[config.mk]
export PLATFORM = sky130hd
export DESIGN_NAME = nss_div
export DESIGN_NICKNAME = d
export VERILOG_FILES = /design/src/design/nss_pkg.sv /design/src/design/nss_div.sv
export SDC_FILE = /design/constraint.sdc
export NUM_CORES = 1
export LEC_CHECK = 0
export BUFFER_PORTS_ARGS = -buffer_cell sky130_fd_sc_hd__buf_2
export CAP_MARGIN = 10
export CORE_ASPECT_RATIO = 0.9
export CORE_UTILIZATION = 53
export CTS_CLUSTER_SIZE = 28
export DETAILED_ROUTE_END_ITERATION = 10
export GPL_TIMING_DRIVEN = 1
export HOLD_SLACK_MARGIN = 0.15
export PLACE_DENSITY = 0.83
export SLEW_MARGIN = 20
export SYNTH_ARGS = -nofsm -noshare
export SYNTH_HDL_FRONTEND = slang
export SYNTH_SLANG_ARGS = --single-unit
[constraint.sdc]
create_clock -name clk -period 2.25 [get_ports clk]
set_input_delay 0.1125 -clock clk [delete_from_list [all_inputs] [get_ports clk]]
set_output_delay 0.1125 -clock clk [all_outputs]
set_load 0.01 [all_outputs]
[src/design/nss_pkg.sv]
package nss_pkg;

    localparam int MAX_SRC_W = 256;
    localparam int MAX_SRC_H = 256;
    localparam int MAX_DST_W = 128;
    localparam int MAX_DST_H = 128;

    localparam int STORE_DEPTH = MAX_SRC_W * MAX_SRC_H;
    localparam int ADDR_W      = $clog2(STORE_DEPTH);
    localparam int PIX_W       = 24;
    localparam int QUOT_W      = 8;
    localparam int DIVISOR_W   = 8;
    localparam int DIVIDEND_W  = 15;
    localparam int REM_W       = DIVIDEND_W - QUOT_W;

    localparam logic OP_LOAD  = 1'b0;
    localparam logic OP_FETCH = 1'b1;

    localparam logic [1:0] REG_SRC_W = 2'd0;
    localparam logic [1:0] REG_SRC_H = 2'd1;
    localparam logic [1:0] REG_DST_W = 2'd2;
    localparam logic [1:0] REG_DST_H = 2'd3;

    localparam logic STATUS_OK    = 1'b0;
    localparam logic STATUS_RANGE = 1'b1;

    typedef struct packed {
        logic                  start;
        logic [DIVIDEND_W-1:0] dividend;
        logic [DIVISOR_W-1:0]  divisor;
    } div_req_t;

    typedef struct packed {
        logic              done;
        logic [QUOT_W-1:0] quotient;
    } div_rsp_t;

    typedef struct packed {
        logic              en;
        logic [ADDR_W-1:0] addr;
        logic [PIX_W-1:0]  data;
    } store_wr_t;

    // zero acts as one, anything past the maximum acts as the maximum
    function automatic logic [8:0] eff_src(input logic [8:0] v, input logic [8:0] vmax);
        logic [8:0] r;
        begin
            r = v;
            if (v == 9'd0)
            begin
                r = 9'd1;
            end
            else if (v > vmax)
            begin
                r = vmax;
            end
            return r;
        end
    endfunction

    function automatic logic [7:0] eff_dst(input logic [7:0] v, input logic [7:0] vmax);
        logic [7:0] r;
        begin
            r = v;
            if (v == 8'd0)
            begin
                r = 8'd1;
            end
            else if (v > vmax)
            begin
                r = vmax;
            end
            return r;
        end
    endfunction

    // truncating pack of r,g,b into 5-6-5
    function automatic logic [15:0] pack565(input logic [PIX_W-1:0] p);
        return {p[23:19], p[15:10], p[7:3]};
    endfunction

endpackage

[src/design/nss_div.sv]
module nss_div (
    input  logic              clk,
    input  logic              rst_n,
    input  nss_pkg::div_req_t req,
    output nss_pkg::div_rsp_t rsp
);

    logic [nss_pkg::REM_W-1:0]     rem_reg, rem_next;
    logic [nss_pkg::QUOT_W-1:0]    bits_reg, bits_next;
    logic [nss_pkg::DIVISOR_W-1:0] dvs_reg, dvs_next;
    logic [2:0]                    count_reg, count_next;
    logic                          run_reg, run_next;
    logic                          done_reg, done_next;

    logic [nss_pkg::REM_W:0]       trial;
    logic [nss_pkg::REM_W:0]       diff;
    logic                          ge;

    // one quotient bit a cycle; the quotient shifts in where dividend bits leave
    assign trial = {rem_reg, bits_reg[nss_pkg::QUOT_W-1]};
    assign ge    = (trial >= dvs_reg);
    assign diff  = trial - dvs_reg;

    always_comb
    begin
        rem_next   = rem_reg;
        bits_next  = bits_reg;
        dvs_next   = dvs_reg;
        count_next = count_reg;
        run_next   = run_reg;
        done_next  = 1'b0;
        if (req.start)
        begin
            // quotient fits in 8 bits, so the top bits are already below the divisor
            rem_next   = req.dividend[nss_pkg::DIVIDEND_W-1:nss_pkg::QUOT_W];
            bits_next  = req.dividend[nss_pkg::QUOT_W-1:0];
            dvs_next   = req.divisor;
            count_next = 3'd0;
            run_next   = 1'b1;
        end
        else if (run_reg)
        begin
            rem_next   = ge ? diff[nss_pkg::REM_W-1:0] : trial[nss_pkg::REM_W-1:0];
            bits_next  = {bits_reg[nss_pkg::QUOT_W-2:0], ge};
            count_next = count_reg + 3'd1;
            if (count_reg == 3'd7)
            begin
                run_next  = 1'b0;
                done_next = 1'b1;
            end
        end
    end

    always_ff @(posedge clk or negedge rst_n)
    begin
        if (!rst_n)
        begin
            count_reg <= 3'd0;
            run_reg   <= 1'b0;
            done_reg  <= 1'b0;
        end
        else
        begin
            count_reg <= count_next;
            run_reg   <= run_next;
            done_reg  <= done_next;
        end
    end

    always_ff @(posedge clk)
    begin
        rem_reg  <= rem_next;
        bits_reg <= bits_next;
        dvs_reg  <= dvs_next;
    end

    assign rsp.done     = done_reg;
    assign rsp.quotient = bits_reg;

endmodule

* Word level (Yosys, flattened, before mapping)
Cells that the tools add are included.
** Operators by class
- Mux-type cells :: 13
- Reductions and logical operators :: 1
- Order comparisons :: 1
- Eq/ne operators :: 1
- Add/subtract/negate cells :: 2
** Operators by type and width (count)
- $mux W7 :: 3
- $mux W8 :: 2
- $ge A8 B8 Y1 :: 1
- $sub A7 B7 Y7 :: 1
- $mux W1 :: 6
- $mux W3 :: 2
- $add A3 B1 Y3 const B :: 1
- $eq A3 B3 Y1 const B :: 1
- $reduce_bool A2 Y1 :: 1
** Word-level totals
- Register bits :: 28
- Output and inout bits :: 9
- Word-level logic and storage cells :: 24
- Bits of input ports :: 26

* Logic depth before layout (Yosys ltp)
- Word-level depth :: 4
- Depth in mapped cells :: 8
- Mapped depth without buffers :: 8

* Worst setup path before layout
OpenSTA, ideal clock, no wires.
- Kind :: flip-flop to flip-flop
- Start :: register bits_reg[7] in the netlist's numbering
- End :: register rem_reg[6] in the netlist's numbering, data pin
- Required time :: 1.987 ns
- Stages on the path, launching flop included :: 9
- Arrival time :: 1.871 ns
- Setup slack :: 0.117 ns
- Cell sequence :: edfxtp_1 -> inv_1 -> ha_1 -> fa_1 -> and2b_1 -> o221ai_1 -> mux2i_1 -> o32ai_1 -> a2bb2oi_1
** On the way
- Word-level cells in the longest chain between the ends :: 4
- Elaborated cells between the ends (all ways) :: 5
- Classes of those cells :: add/sub (1); order compare (1); mux (3)
** RTL lines
- start: declaration :: line nss_div.sv:9 : logic [nss_pkg::QUOT_W-1:0] bits_reg, bits_next;
- start signal: assignment :: line nss_div.sv:73 : bits_reg <= bits_next;
- $sub A7 B7 Y7 or $ge A8 B8 Y1 (tied branches) :: line nss_div.sv:22, nss_div.sv:21
- $mux W7 (*) :: line nss_div.sv:43 : rem_next = ge ? diff[nss_pkg::REM_W-1:0] : trial[nss_pkg::REM_W-1:0];
- $mux W7 (*) :: line nss_div.sv:41 : else if (run_reg)
- $mux W7 (*) :: line nss_div.sv:32 : if (req.start)
- via rem_next, one bit :: line nss_div.sv:8 : logic [nss_pkg::REM_W-1:0] rem_reg, rem_next;
- end signal: assignment :: line nss_div.sv:72 : rem_reg <= rem_next;
- end: declaration :: line nss_div.sv:8
The timed path passes the listed nets; every way through them passes the cells marked *. The select of a mux whose other input is x is not followed.
A chain may end at the register's enable or synchronous reset.

* Final worst setup path
- Start :: register bits_reg[7] in the netlist's numbering
- End :: register rem_reg[3] in the netlist's numbering, data pin
Same word-level chain as after synthesis.

==> impl_metrics.tcl <==
set metrics [dict create \
    dieHeight_um 53.62 \
    htreeDepth 1 \
    worst_pin_slew_ns 0.5330 \
    initial_core_util_pct 56.64 \
    hold_class "input pin to flip-flop" \
    port_buffers 34 \
    synth_area_um2 1569 \
    cts.sinks 28 \
    clock.fmax_mhz 445.7 \
    pre_cts_ws_ns 0.02658 \
    area.sequential_um2 815.8 \
    p_per_area_nw_per_um2 880.9 \
    wl_um 3928 \
    dieArea_um2 3182 \
    synth.area.top_cells "edfxtp_1 (44%), dfrtp_1 (8.0%), ha_1 (8.0%)" \
    place_congestion 0.8625 \
    grt_pass1_wl_um 5630 \
    ioPinCount 35 \
    crit_path_start_kind "flip-flop" \
    nNetsFinal 236 \
    drt_iter0_drc 50 \
    die_w_um 59.35 \
    fillCellCount 176 \
    vias 1369 \
    power_frac_comb_pct 43.3 \
    ys_seq_area_share_pct 51.99 \
    grt_max_degree 27 \
    busiest_layer "met2" \
    layout_commonest_cell "buf_2" \
    cts.path.max_buffers 2 \
    wl_per_cell_um 16.50 \
    cts.clk_slew.worst_paths_ns 0.15 \
    final_antenna_net_count 0 \
    grt.total_usage_pct 25.16 \
    syn_nets 171 \
    skew_ns 0.007055 \
    setup_viol 0 \
    final_cell_mix "buf_2 (34), dlygate4sd3_1 (24), edfxtp_1 (23)" \
    timing.hold.ws_ns 0.1750 \
    synth_edf_count 23 \
    worstSetupEndpointType "flip-flop" \
    hold_violations 0 \
    drc 0 \
    p_switching_uw 657.8 \
    syn_inst 134 \
    p_leak_nw 0.9455 \
    core_um2 2770 \
    synth_top_area_share_pct 44.02 \
    max-slew-margin-rel_pct 64.47 \
    synth_top_flop_cell "edfxtp_1" \
    first_global_vias 1241 \
    syn_area_per_cell_um2 11.71 \
    required_ns 2.31 \
    dr.pass1.iters 5 \
    gr-total-overflow 0 \
    numCtsBuffers 3 \
    antenna_found_initial 0 \
    drive_gt1_share_pct 30.30 \
    min_period_over_period_pct 99.73 \
    finish.instance_area_um2 2128 \
    viasPerCell 5.752 \
    ys_async_sr_fraction_pct 17.86 \
    ys_warn_count 0 \
    placementRows 18 \
    cts_tree "done" \
    setup_slack_ns 0.006096 \
    area_growth_pct 35.65 \
    cellInternalPower_mw 1.217 \
    root_buffer "clkbuf_4" \
    use_met2_pct 46.44 \
    dpl_cell_area_um2 1787 \
    n_antenna_cell 0 \
    peakVddDrop_mv 0.6256 \
    synth.distinct_cells 44 \
    yosysTopAreaCell "edfxtp_1" \
    crit_type "flip-flop to flip-flop" \
    ys_seq_elements 28 \
    post-route-min-period_ns 2.244 \
    status "finished clean" \
    grt.met1_usage_pct 30.76 \
    clk_latency_ns 0.33 \
    swShare_pct 35.09 \
    clock_power_share_pct 17.8 \
    p_seq_share_pct 39.0 \
    worstPathMaxFanout 6 \
    power_mw 1.875 \
    maxCapViolCount 0 \
    use_met3_pct 2.885 \
    dp_hpwl_um 2251 \
    cp.arrival_ns 2.30 \
    multi_input_area_um2 698.2 \
    finalMaxSlewViolations 0 \
]
-- synth_stat cells (2+ instances only) --
cell / number
a2bb2oi_1: 2
a311oi_1: 2
a31oi_1: 5
buf_2: 2
dfrtp_1: 5
edfxtp_1: 23
ha_1: 10
inv_1: 12
mux2_2: 8
mux2i_1: 4
nand2_1: 5
nand3_1: 4
nand4_1: 2
nor2_1: 11
nor2b_1: 2
nor4_1: 2
o21ai_0: 3
o21ai_1: 3
or2_1: 2
xnor2_1: 3
-- power by group through the flow --
stage               sequential [mW]  clock, mW  combinational (mW)
global route                  0.738      0.352               0.879
CTS                           0.724      0.335               0.724
finish                        0.731      0.333               0.811
global placement              0.731          0               0.651
floorplan                     0.730          0               0.507
detailed placement            0.736          0               0.671
-- path summary, 6_finish.rpt --
kind / startpoint / cells after the start / slack [ns] / end
max in group asynchronous: rst_n / 3 / 1.39 / count_reg[2]
setup reg to reg: bits_reg[7] / 9 / 0.006 / rem_reg[3]
hold / removal: req[16] / 3 / 0.17 / rem_reg[0]
setup / recovery: bits_reg[7] / 9 / 0.006 / rem_reg[3]
min in group asynchronous: rst_n / 3 / 0.67 / count_reg[0]
hold reg to reg: count_reg[2] / 2 / 0.56 / count_reg[2]
-- cell type report --
type | count | share of cell area, %
clock inverters | 1 | 1.411
well taps | 40 | 2.352
repair buffers | 65 | 21.75
multi-input cells | 88 | 32.80
clock buffers | 3 | 1.058
inverters | 13 | 2.293
flip-flops and latches | 28 | 38.33
-- cell families (layout without fill, tap and decap cells) --
| family | count (synthesis) | count (layout) | share of synthesized area, % |
|---|---|---|---|
| AO/OA/AOI/OAI | 28 | 28 | 13.24 |
| XOR/XNOR | 3 | 3 | 1.675 |
| adder cells (fa/ha/maj) | 11 | 11 | 9.250 |
| buffers and inverters | 18 | 82 | 4.704 |
| flip-flops | 28 | 28 | 51.99 |
| multiplexers | 12 | 12 | 8.294 |
| AND/OR/NAND/NOR | 34 | 34 | 10.85 |
-- what timing repair did --
item / CTS / global route
gates resized for setup: 1 / 3
setup buffers: 0 / 4
hold endpoints to repair: 27 / 0
pin swaps: 0 / 2
endpoints found under the setup margin: 1 / 6
hold buffers: 24 / 0
-- worst max-delay path: stages (launching register included) --
cell and delay (ns):
edfxtp_1 0.41, inv_1 0.07, ha_1 0.22, fa_2 0.23
and2b_2 0.25, o22ai_4 0.21, a21oi_4 0.13, buf_4 0.16
o21ai_1 0.14, o211ai_1 0.15
-- routing by layer --
layer / part of all wire (%) / up-vias
met2: 51 / 73
met1: 40 / 656
li1: - / 624
met3: 6.2 / 16
met5: 0 / -
met4: 2.5 / 0
-- stage by stage --
stage	std cells	util [%]	setup TNS (ns)
final	238	76.83	0
after global routing	238	76.83	-0.05682
after CTS	234	75.34	0
after detailed placement	206	64.50	0
after global placement	206	64.50	0
after floorplan	134	-	0
(Power assumes the default switching activity.)
